===== src/rtl/rwda_pkg.sv =====
// ----------------------------------------------------------------------------
// rwda_pkg
// shared codes and field positions for the radiation window dose alarm
// ----------------------------------------------------------------------------
package rwda_pkg;

    // alarm levels and sound codes
    localparam logic [1:0] LVL_NONE    = 2'd0;
    localparam logic [1:0] LVL_WARNING = 2'd1;
    localparam logic [1:0] LVL_DANGER  = 2'd2;

    // register indexes (byte address = 4 * index)
    localparam logic [1:0] REG_WARNING = 2'd0;
    localparam logic [1:0] REG_DANGER  = 2'd1;
    localparam logic [1:0] REG_PERIOD  = 2'd2;
    localparam logic [1:0] REG_KICK    = 2'd3;

    // reset values of the registers
    localparam logic [13:0] WARNING_RST = 14'd85;
    localparam logic [13:0] DANGER_RST  = 14'd170;
    localparam logic [15:0] PERIOD_RST  = 16'd1800;
    localparam logic [7:0]  KICK_RST    = 8'd15;

    // result word layout
    localparam int OUT_WIDTH   = 32;
    localparam int WT_LSB      = 0;
    localparam int SOUND_LSB   = 14;
    localparam int LEVEL_LSB   = 16;
    localparam int KICK_BIT    = 18;
    localparam int TICK_LSB    = 19;
    localparam int PAD_LSB     = 27;

    localparam logic [31:0] WT_MAX = 32'd16383;

endpackage


===== src/rtl/radiation_window_dose_alarm_top.sv =====
// ----------------------------------------------------------------------------
// radiation_window_dose_alarm_top
// per-tick pulse difference, sliding window dose sum and two-level alarm
// ----------------------------------------------------------------------------
// usage
//   s_tdata carries the free-running 32-bit pulse total, one transfer per
//   one-second tick. every input transfer yields exactly one result transfer
//   on m_tdata: window total, sound request, alarm level, pump kick flag and
//   the saturated pulse count of the tick.
//   the window bytes live in a single-port-write, registered-read memory of
//   WINDOW_LENGTH entries. the byte about to be replaced is read in the
//   accept cycle and the new byte written back when the update stage fires,
//   where the running sum and the alarm rule are evaluated.
//   throughput: one item per cycle unless the result stream is stalled;
//   consecutive items touch neighboring slots so no forwarding is needed
//   for WINDOW_LENGTH >= 2.
//   reset clears all control state and the per-entry valid bits, so every
//   window slot reads as zero until written; no clearing pass is needed.
//   when m_tready is low the result register holds, the update stage holds
//   one more item, and s_tready drops once both are full. the user writes
//   registers through apb only while the block is idle; nothing enforces it.
// ----------------------------------------------------------------------------
module radiation_window_dose_alarm_top
    import rwda_pkg::*;
#(
    parameter int WINDOW_LENGTH = 40
)
(
    input  logic        clk,
    input  logic        rst_n,
    // input stream
    input  logic        s_tvalid,
    output logic        s_tready,
    input  logic [31:0] s_tdata,   // [31:0] total_pulses
    // result stream
    output logic        m_tvalid,
    input  logic        m_tready,
    output logic [31:0] m_tdata,   // [13:0] window_total, [15:14] sound_request,
                                   // [17:16] alarm_state, [18] pump_kick,
                                   // [26:19] tick_pulses, [31:27] zero
    // apb configuration port
    input  logic        psel,
    input  logic        penable,
    input  logic        pwrite,
    input  logic [3:0]  paddr,
    input  logic [31:0] pwdata,
    output logic [31:0] prdata,
    output logic        pready
);

    localparam int SW = (WINDOW_LENGTH > 1) ? $clog2(WINDOW_LENGTH) : 1;
    localparam int TW = $clog2(WINDOW_LENGTH * 255 + 1);

    // configuration registers
    logic [13:0] warning_reg;
    logic [13:0] danger_reg;
    logic [15:0] period_reg;
    logic [7:0]  kick_thr_reg;

    // accept-side state
    logic [31:0]   prev_total_reg;
    logic [SW-1:0] slot_reg;

    // window memory and its valid bits
    logic [7:0]               window_mem [WINDOW_LENGTH];
    logic [WINDOW_LENGTH-1:0] valid_reg;

    // update stage
    logic          s1_valid_reg;
    logic [7:0]    s1_tick_reg;
    logic          s1_kick_reg;
    logic [SW-1:0] s1_slot_reg;
    logic [7:0]    s1_old_reg;
    logic          s1_old_valid_reg;

    // running state of the alarm
    logic [TW-1:0] run_total_reg;
    logic [15:0]   countdown_reg;
    logic [1:0]    level_reg;

    // result register
    logic                 out_valid_reg;
    logic [OUT_WIDTH-1:0] out_data_reg;

    // handshake
    logic stall;
    logic in_xfer;
    logic s1_fire;
    logic cfg_wr;

    // accept-side datapath
    logic [31:0]   diff;
    logic          kick;
    logic [7:0]    tick_sat;
    logic [SW-1:0] slot_next;

    // update datapath
    logic [7:0]    old_byte;
    logic [TW-1:0] total_next;
    logic          over_danger;
    logic          over_warning;
    logic [15:0]   cnt_armed;
    logic [1:0]    lvl_armed;
    logic [1:0]    sound;
    logic [15:0]   countdown_next;
    logic [1:0]    level_next;
    logic [13:0]   wt_out;

    assign stall    = out_valid_reg && !m_tready;
    assign s_tready = !s1_valid_reg || !stall;
    assign in_xfer  = s_tvalid && s_tready;
    assign s1_fire  = s1_valid_reg && !stall;

    // ---------------- configuration port ----------------
    assign pready = 1'b1;
    assign cfg_wr = psel && penable && pwrite;

    always_comb
    begin
        unique case (paddr[3:2])
            REG_WARNING: prdata = {18'd0, warning_reg};
            REG_DANGER:  prdata = {18'd0, danger_reg};
            REG_PERIOD:  prdata = {16'd0, period_reg};
            REG_KICK:    prdata = {24'd0, kick_thr_reg};
        endcase
    end

    always_ff @(posedge clk or negedge rst_n)
    begin
        if (!rst_n)
        begin
            warning_reg  <= WARNING_RST;
            danger_reg   <= DANGER_RST;
            period_reg   <= PERIOD_RST;
            kick_thr_reg <= KICK_RST;
        end
        else if (cfg_wr)
        begin
            unique case (paddr[3:2])
                REG_WARNING: warning_reg  <= pwdata[13:0];
                REG_DANGER:  danger_reg   <= pwdata[13:0];
                REG_PERIOD:  period_reg   <= pwdata[15:0];
                REG_KICK:    kick_thr_reg <= pwdata[7:0];
            endcase
        end
    end

    // ---------------- accept stage ----------------
    // modular difference against the last total
    assign diff      = s_tdata - prev_total_reg;
    assign kick      = diff > {24'd0, kick_thr_reg};
    assign tick_sat  = (diff > 32'd255) ? 8'hFF : diff[7:0];
    assign slot_next = (slot_reg == SW'(WINDOW_LENGTH - 1)) ? '0 : slot_reg + 1'b1;

    always_ff @(posedge clk or negedge rst_n)
    begin
        if (!rst_n)
        begin
            prev_total_reg <= '0;
            slot_reg       <= '0;
            s1_valid_reg   <= 1'b0;
        end
        else
        begin
            if (in_xfer)
            begin
                prev_total_reg <= s_tdata;
                slot_reg       <= slot_next;
            end
            if (in_xfer)
                s1_valid_reg <= 1'b1;
            else if (s1_fire)
                s1_valid_reg <= 1'b0;
        end
    end

    // memory read of the byte being replaced, plus stage payload
    always_ff @(posedge clk)
    begin
        if (in_xfer)
        begin
            s1_old_reg       <= window_mem[slot_reg];
            s1_old_valid_reg <= valid_reg[slot_reg];
            s1_tick_reg      <= tick_sat;
            s1_kick_reg      <= kick;
            s1_slot_reg      <= slot_reg;
        end
    end

    // write back of the new byte
    always_ff @(posedge clk)
    begin
        if (s1_fire)
            window_mem[s1_slot_reg] <= s1_tick_reg;
    end

    always_ff @(posedge clk or negedge rst_n)
    begin
        if (!rst_n)
            valid_reg <= '0;
        else if (s1_fire)
            valid_reg[s1_slot_reg] <= 1'b1;
    end

    // ---------------- update stage ----------------
    // a slot never written reads as zero
    assign old_byte   = s1_old_valid_reg ? s1_old_reg : 8'd0;
    assign total_next = run_total_reg - TW'(old_byte) + TW'(s1_tick_reg);

    assign over_danger  = 32'(total_next) > 32'(danger_reg);
    assign over_warning = 32'(total_next) > 32'(warning_reg);

    // alarm rule: danger first, then warning, then countdown
    always_comb
    begin
        cnt_armed = countdown_reg;
        lvl_armed = level_reg;
        sound     = LVL_NONE;
        priority if (over_danger && (level_reg < LVL_DANGER || countdown_reg == 16'd0))
        begin
            cnt_armed = period_reg;
            lvl_armed = LVL_DANGER;
            sound     = LVL_DANGER;
        end
        else if (over_warning && (level_reg < LVL_WARNING || countdown_reg == 16'd0))
        begin
            cnt_armed = period_reg;
            lvl_armed = LVL_WARNING;
            sound     = LVL_WARNING;
        end

        if (cnt_armed != 16'd0)
        begin
            countdown_next = cnt_armed - 16'd1;
            level_next     = lvl_armed;
        end
        else
        begin
            countdown_next = cnt_armed;
            level_next     = LVL_NONE;
        end
    end

    // reported total saturates, internal sum stays exact
    assign wt_out = (32'(total_next) > WT_MAX) ? WT_MAX[13:0] : 14'(total_next);

    always_ff @(posedge clk or negedge rst_n)
    begin
        if (!rst_n)
        begin
            run_total_reg <= '0;
            countdown_reg <= '0;
            level_reg     <= LVL_NONE;
            out_valid_reg <= 1'b0;
        end
        else
        begin
            if (s1_fire)
            begin
                run_total_reg <= total_next;
                countdown_reg <= countdown_next;
                level_reg     <= level_next;
            end
            if (s1_fire)
                out_valid_reg <= 1'b1;
            else if (m_tready)
                out_valid_reg <= 1'b0;
        end
    end

    always_ff @(posedge clk)
    begin
        if (s1_fire)
            out_data_reg <= {5'd0, s1_tick_reg, s1_kick_reg, level_next, sound, wt_out};
    end

    assign m_tvalid = out_valid_reg;
    assign m_tdata  = out_data_reg;

endmodule


===== config.mk =====
export PLATFORM = sky130hd
export DESIGN_NAME = radiation_window_dose_alarm_top
export DESIGN_NICKNAME = d
export VERILOG_FILES = /design/src/rtl/rwda_pkg.sv /design/src/rtl/radiation_window_dose_alarm_top.sv
export SDC_FILE = /design/constraint.sdc
export NUM_CORES = 1
export LEC_CHECK = 0
export ABC_AREA = 1
export BUFFER_PORTS_ARGS = -buffer_cell sky130_fd_sc_hd__buf_2
export CAP_MARGIN = 20
export CORE_MARGIN = 10
export CORE_UTILIZATION = 56
export DETAILED_ROUTE_END_ITERATION = 10
export GPL_TIMING_DRIVEN = 0
export MAX_ROUTING_LAYER = met4
export PLACE_DENSITY = 0.76
export SYNTH_ARGS = -nofsm -noshare
export SYNTH_HDL_FRONTEND = slang
export SYNTH_SLANG_ARGS = --single-unit

===== constraint.sdc =====
create_clock -name clk -period 5.5 [get_ports clk]
set_input_delay 0.55 -clock clk [delete_from_list [all_inputs] [get_ports clk]]
set_output_delay 0.55 -clock clk [all_outputs]
set_load 0.005 [all_outputs]

==> results.md, run 1 <==
* Num Clock Sinks at 535
* DR pass1 iterations at 5
* PD cells at ~650 nW/um^2
* Final setup fails at 0
* Post-Syn Area at between 20000 and 30000 sq um
* Die area at around 55000 sq um
* Sequential share of power at 26.6%
* Area post-placement at 27470 sq um
* Drt initial violations at 2733
* GRT overflow at 0
* Root buffer cell: clkbuf_16
* Crit path top cell by count: nand2_1
* Post-Layout Inst Area at about 30000 sq um
* CP Launch Type: register
* DRC viols at 0
* Fin Setup TNS at 0 ps
* Minimum setup slack after placement at -836.8 ps
* Distinct cells, synth at 48
* Vias/cell at slightly below 6
* FFs w/ async S/R, synth at 30.65%
* Top FF cell, synth: edfxtp_1
* Buffers on Ports at about 100
* Number of flip-flops in the largest register at 320
* H-tree Lvls at 2
* CORE AREA at 45480 sq um
* WS Path Type: register to register
* NetSw at roughly 0.0088 W
* Clock tree buffer depth at 3
* Area grow syn2layout at 15.98%
* Seq/Total Area, Yosys at 59.06%
* Nets@finish at 3051
* Worst relative slew slack at 28.60%
* Worst-Skew Late Latency at about 630 ps
* Syn_area_per_cell at 9.750 sq um
* Power Internal at 0.01088 W
* Commonest non-fill, non-tap cell in the layout: nand2_1
* Clk pin slew, worst setup/hold paths at 60 ps
* LEAKAGE at roughly 12 nW
* Critical Path Fanout Max at 7
* EDFF count, synth at 371
* I/O Pins at 142
* Fill cells at 3580
* Post-synthesis register bit count at between 500 and 600
* Fin worst setup slack at 164.1 ps
* Die width at 234.8 microns
* Final min period at 5336 ps
* Setup crit end kind: register
* Final Skew at 18.63 ps
* Hold WC Path Type: input port to register
* FMAX at 187.4 MHz
* Commonest non-fill, non-tap cells in the layout: 482 x nand2_1, 371 x edfxtp_1, 337 x o21ai_0, 311 x nor2_1, 265 x inv_1
* Worst slew pin tran at 1067 ps
* Crit path arrival time at 5880 ps
* Wire length of the first global-routing pass at 114100 microns
* Crit path required time at between 6000 and 7000 ps
* CTS tree: done
* Slew Limit Fails at 0
* Clk pwr share at 19.8%
* DP Wirelength at 52910 microns
* Vias at roughly 21000
* Total wire length at ~76000 microns
* Final GP Congestion at 0.9824
* Crit share post-route at 97.02%
* Fin. Hold Viols at 0
* Number of global-route vias before repair at 19990
* Remaining antenna violation count after routing at 0
* Mean routed wirelength per cell at 21.62 microns
* Worst path max stage delay at 480 ps
* Peak supply drop at between 500 and 600 uV
* Rows at 78
* Share of layout cells above drive strength 1 at 13.59%
* Total track usage at 26.92%
* Total of max-cap violations at 0
* Max stage delay cell, worst path: fa_1
* Net Sw Frac at 44.58%
* Part of the power in combinational logic at approximately 54%
* Largest net degree at the start of global routing at 111
* Synth Warn # at 0
* Status: finished clean
* Die height at 234.8 microns
* Mapped Cells at 2651
* CTS Buf Count at 54
* Initial antenna violation count at 2
* Initial Utilization at 56.83%
==> power groups by stage <==
stage	Combinational [W]	Clock [W]	Sequential, W
after floorplan	0.00651	0	0.00519
final	0.0105	0.00388	0.00523
after detailed placement	0.00911	0	0.00528
after global placement	0.00886	0	0.00527
after global routing	0.0116	0.00406	0.00526
after CTS	0.00927	0.00389	0.00521
==> layer usage <==
metal / vias to the layer above / GRT usage, % / routed length [microns]
met5: - / - / 0
met4: 0 / 9.844 / 2573
met3: 186 / 5.607 / 7906
met2: 1086 / 42.24 / 36250
met1: 10150 / 34.12 / 29590
li1: 9444 / - / -
==> stage by stage <==
stage	instances	hold slack, ps	util [%]	total power, W
after floorplan	2671	254.4	-	0.01170
after global placement	3372	412.5	59.76	0.01412
after detailed placement	3382	411.8	60.39	0.01439
after CTS	3496	145.0	64.79	0.01837
after global routing	3530	175.1	65.92	0.02087
final	3530	160.1	65.92	0.01963
==> final timing paths <==
kind                                             from                             end  slack (ps)  depth (start not counted)
hold reg to reg                 s1_kick_reg$_DFFE_PP_           m_tdata[18]$_DFFE_PP_         430                          0
max in group asynchronous                       rst_n  prev_total_reg[29]$_DFFE_PN0P_        4090                          3
setup / recovery           s1_old_valid_reg$_DFFE_PP_    countdown_reg[1]$_DFFE_PN0P_         160                         37
setup reg to reg           s1_old_valid_reg$_DFFE_PP_    countdown_reg[1]$_DFFE_PN0P_         160                         37
min in group asynchronous                       rst_n   run_total_reg[10]$_DFFE_PN0P_         470                          2
hold / removal                            s_tdata[16]  prev_total_reg[16]$_DFFE_PN0P_         160                          3
==> Yosys cell counts (2+ instances only) <==
cell type	number	area (sq um)
a21boi_0	4	30.03
a21o_1	2	15.01
a21oi_1	93	465.5
a21oi_2	2	17.52
buf_1	8	30.03
buf_2	3	15.01
buf_4	22	165.2
buf_6	5	56.30
clkbuf_1	92	345.3
clkinv_1	4	15.01
conb_1	2	7.510
dfrtp_1	148	3704
dfstp_2	16	420.4
edfxtp_1	371	11140
fa_1	9	180.2
ha_1	84	1051
inv_1	270	1013
inv_2	5	18.77
nand2_1	493	1851
nand2_2	4	25.02
nand2_4	3	33.78
nand3_1	114	570.6
nand3_2	12	120.1
nand3b_1	8	60.06
nand4_1	20	125.1
nor2_1	314	1179
nor2_2	4	25.02
nor2_4	4	45.04
nor3_1	14	70.07
o2111ai_1	9	78.83
o211ai_1	20	150.1
o21a_1	3	22.52
o21ai_0	339	1697
o21ai_1	3	15.01
o21ai_2	2	17.52
o221ai_1	21	183.9
o22ai_1	59	369.1
or2_2	24	150.1
xnor2_1	4	35.03
xor2_1	29	254.0
==> cell families (layout without fill, tap and decap cells) <==
logic type | after synthesis | count (layout) | share of synthesized area [%]
AO/OA/AOI/OAI | 560 | 560 | 11.94
XOR/XNOR | 33 | 33 | 1.118
flip-flops | 535 | 535 | 59.06
AND/OR/NAND/NOR | 1019 | 1019 | 16.67
buffers and inverters | 409 | 667 | 6.419
other | 2 | 23 | 0.02906
adder cells (fa/ha/maj) | 93 | 93 | 4.763
==> repair_timing <==
action                     4_1_cts  5_1_grt
resized for setup                6       59
cloned                           0        1
hold buffers                     1        0
pin swaps                        1       35
hold endpoints to repair        54        0
setup buffers                   12       30
setup endpoints to repair       20       20
==> layout make-up <==
type / count / area, sq um / share of cell area [%]
timing repair buffer: 157 / 1152 / 3.844
antenna: 1 / 2.502 / 0.008348
sequential: 535 / 15260 / 50.92
inverter: 279 / 1047 / 3.493
clock buffer: 71 / 1486 / 4.958
clock inverter: 31 / 399.1 / 1.331
multi-input combinational: 1727 / 9261 / 30.89
buffer: 129 / 613.1 / 2.045
tap: 600 / 750.7 / 2.504
==> critical path, delay by kind of cell (launching register included) <==
| kind | cells | cell delay [ps] |
|---|---|---|
| AND/OR/NAND/NOR | 19 | 1680 |
| adder cells (fa/ha/maj) | 4 | 1230 |
| AO/OA/AOI/OAI | 7 | 1070 |
| buffers and inverters | 6 | 630 |
| flip-flops | 1 | 440 |
| XOR/XNOR | 1 | 170 |
No activity file was read; power rests on OpenSTA's default activity.
==> inputs of run 2 (changes only) <==
--- a/config.mk
+++ b/config.mk
@@ -7,9 +7,10 @@
 export LEC_CHECK = 0
 export ABC_AREA = 1
 export BUFFER_PORTS_ARGS = -buffer_cell sky130_fd_sc_hd__buf_2
-export CAP_MARGIN = 20
+export CAP_MARGIN = 10
 export CORE_MARGIN = 10
 export CORE_UTILIZATION = 56
+export CTS_CLUSTER_DIAMETER = 40
 export DETAILED_ROUTE_END_ITERATION = 10
 export GPL_TIMING_DRIVEN = 0
 export MAX_ROUTING_LAYER = met4
==> constraint.sdc (replaced) <==
create_clock -name clk -period 5.5 [get_ports clk]
set_input_delay 0.55 -clock clk [delete_from_list [all_inputs] [get_ports clk]]
set_output_delay 0.55 -clock clk [all_outputs]
set_load 0.01 [all_outputs]
==> run 2 against run 1 <==
Compared with the run above: sequential share of layout area shrank 1.2 points; fmax grew 0.60%; non-clock buffer count shrank 6; global-route usage grew 0.39 points; via count grew 1.0%; die area is the same; combinational power grew 4%; flip-flop and latch count is the same; clock skew grew 6.1 ps; critical path depth shrank 1; largest cell class unchanged; largest power group unchanged.
==> results.md, run 2 (synthesized netlist as in run 1, its figures left out) <==
* Worst Hold Path EP: prev_total_reg[8]$_DFFE_PN0P_
* Max Used Layer: met4
* Worst hold start: s_tdata[8]
* M1 wire length at 30000 microns (+1.4%)
* Buffers on Ports at 101 (unchanged)
* GRT overflow at 0 (unchanged)
* Crit path arrival time at 5840 ps (-40 ps)
* Final setup fails at 0 (unchanged)
* I/O Pins at 142 (unchanged)
* FF-to-FF Start: s1_old_valid_reg$_DFFE_PP_
* Commonest non-fill, non-tap cell in the layout: nand2_1
* Final Total Pwr at 0.02110 W (+7.5%)
* Wire length of the first global-routing pass at 115200 microns (+0.95%)
* Worst-Skew Late Latency at 620 ps (about the same)
* Total wire length at 77120 microns (+1.1%)
* Hold path depth at 3 (unchanged)
* DR WL met2 at 36060 microns (-0.52%)
* DRC viols at 0 (unchanged)
* Number of global-route vias before repair at 20350 (+1.8%)
* Die height at 234.8 microns (unchanged)
* Number of flip-flops in the largest register at 320 (unchanged)
* CP Launch Type: register
* WS Path Type: register to register
* Root buffer cell: clkbuf_16
* Commonest non-fill, non-tap cells in the layout: 472 x nand2_1, 371 x edfxtp_1, 337 x o21ai_0, 307 x nor2_1, 264 x inv_1
* Clock tree buffer depth at 3 (unchanged)
* Total of max-cap violations at 0 (unchanged)
* Vias at 21070 (+1.0%)
* Slew Limit Fails at 0 (unchanged)
* Remaining antenna violation count after routing at 0 (unchanged)
* CTS tree: done
* Final min period at 5304 ps (-31.67 ps)
* Total track usage at 27.31% (+0.39 points)
* Worst path max stage delay at 530 ps (+50 ps)
* Share of layout cells above drive strength 1 at 15.11% (+1.5 points)
* Nets@finish at 3065 (+0.46%)
* LEAKAGE at 12.51 nW (+2.7%)
* Antenna cells at 0 (-1)
* Cells on worst reg2reg path at 36 (-2.7%)
* Num Clock Sinks at 535 (unchanged)
* Crit share post-route at 96.44% (-0.58 points)
* CORE AREA at 45480 sq um (unchanged)
* Clk pin slew, worst setup/hold paths at 60 ps (about the same)
* Worst reg2reg endpoint: countdown_reg[1]$_DFFE_PN0P_
* Crit path required time at 6040 ps (about the same)
* Largest net degree at the start of global routing at 111 (unchanged)
* FMAX at 188.5 MHz (+0.60%)
* DR pass1 iterations at 6 (+1)
* Hold WC Path Type: input port to register
* Fin. Hold Viols at 0 (unchanged)
* Critical Path Fanout Max at 8 (+1)
* Drt initial violations at 2504 (-8.4%)
* Fin util at 67.47% (+1.6 points)
* H-tree Lvls at 3 (+1)
* Die area at 55150 sq um (unchanged)
* Mean routed wirelength per cell at 21.67 microns (+0.23%)
* Vias/cell at 5.920 (+0.18%)
* Worst relative slew slack at 11.24% (-17 points)
* Setup crit end kind: register
* Final GP Congestion at 0.9824 (unchanged)
* Rows at 78 (unchanged)
* PD cells at 687.7 nW/um^2 (+5.0%)
* Final Skew at 24.77 ps (+6.139 ps)
* Status: finished clean
* DP Wirelength at 52910 microns (unchanged)
* Met3 WL at 7665 microns (-3.0%)
* Initial antenna violation count at 1 (-1)
* Worst slew pin tran at 1326 ps (+259.4 ps)
* Fill cells at 3476 (-2.9%)
* Area grow syn2layout at 18.71%
* Die width at 234.8 microns (unchanged)
* RSZ-0062 raised after global routing: yes
* CTS Buf Count at 74 (+37%)
* Peak supply drop at 583.9 uV (-0.46%)
* Initial Utilization at 56.83% (unchanged)
* Reg2reg setup slack at 200 ps (+30 ps)
* Max stage delay cell, worst path: edfxtp_1
[run 2: cell count changes in the layout (fill, tap and decap cells not counted), sizes merged]
cell	before	now
clkinvlp	5	9
clkinv	20	17
inv	278	295
clkbuf	164	182
diode	1	0
buf	192	186
[run 2: stage by stage]
stage               TNS, ps  setup slack (ps)  instance area [sq um]  std cells  hold WS, ps
floorplan                 0             213.6                  25920       2671        254.4
global placement     -24110             -1237                  27180       3372        412.5
detailed placement   -15580            -836.8                  27470       3382        411.8
CTS                       0             28.99                  30170       3532        131.7
global route         -717.8            -91.56                  30680       3559        159.1
finish                    0             195.7                  30680       3559        153.4
[run 2: final cells by class]
cell class | instances | area, sq um | area share [%]
flip-flops and latches | 535 | 15260 | 49.75
multi-input cells | 1727 | 9293 | 30.28
clock buffers | 89 | 2012 | 6.557
repair buffers | 152 | 1124 | 3.662
inverters | 279 | 1050 | 3.421
well taps | 600 | 750.7 | 2.447
plain buffers | 128 | 611.8 | 1.994
clock inverters | 49 | 579.3 | 1.888
[run 2: worst max path at each step]
stage	start	cells past startpoint	to	slack, ps
2_1_floorplan	s1_tick_reg[1]$_SDFFCE_PN1P_	35	countdown_reg[10]$_DFFE_PN0P_	210
3_3_place_gp	s1_tick_reg[5]$_SDFFCE_PN1P_	34	countdown_reg[13]$_DFFE_PN0P_	-1240
3_5_place_dp	s1_tick_reg[6]$_SDFFCE_PN1P_	35	countdown_reg[14]$_DFFE_PN0P_	-840
4_1_cts	s1_old_valid_reg$_DFFE_PP_	35	countdown_reg[9]$_DFFE_PN0P_	30
5_1_grt	s1_old_valid_reg$_DFFE_PP_	36	countdown_reg[1]$_DFFE_PN0P_	-90
6_report	s1_old_valid_reg$_DFFE_PP_	36	countdown_reg[1]$_DFFE_PN0P_	200
[run 2: layer usage]
layer	vias to the layer above	GRT usage [%]
met2	1097	42.19
li1	9506	-
met5	-	-
met3	236	6.050
met1	10230	34.28
met4	0	11.68
[run 2: worst max-delay path: cells and delay by family (launching register included)]
| kind | cells | cell delay [ps] |
|---|---|---|
| buffers and inverters | 7 | 710 |
| DFF | 1 | 530 |
| and+or+nand+nor | 17 | 1670 |
| AOI/OAI and AO/OA | 7 | 1040 |
| xor gates and xnor gates | 1 | 100 |
| adders and majority gates | 4 | 1140 |
[run 2: timing repair]
item                                    CTS  global route
cloned                                    0             2
hold endpoints to repair                 54             0
resized for setup                         6            76
pin swaps                                 1            45
endpoints found under the setup margin   20            20
hold buffers                              1             0
buffers inserted                         12            26
[run 2: power by group]
part	internal [W]	switching, W	total [W]
clock network	0.00301	0.00194	0.00495
registers	0.00493	0.000308	0.00524
logic	0.00387	0.00704	0.0109
total	0.0118	0.00928	0.0211
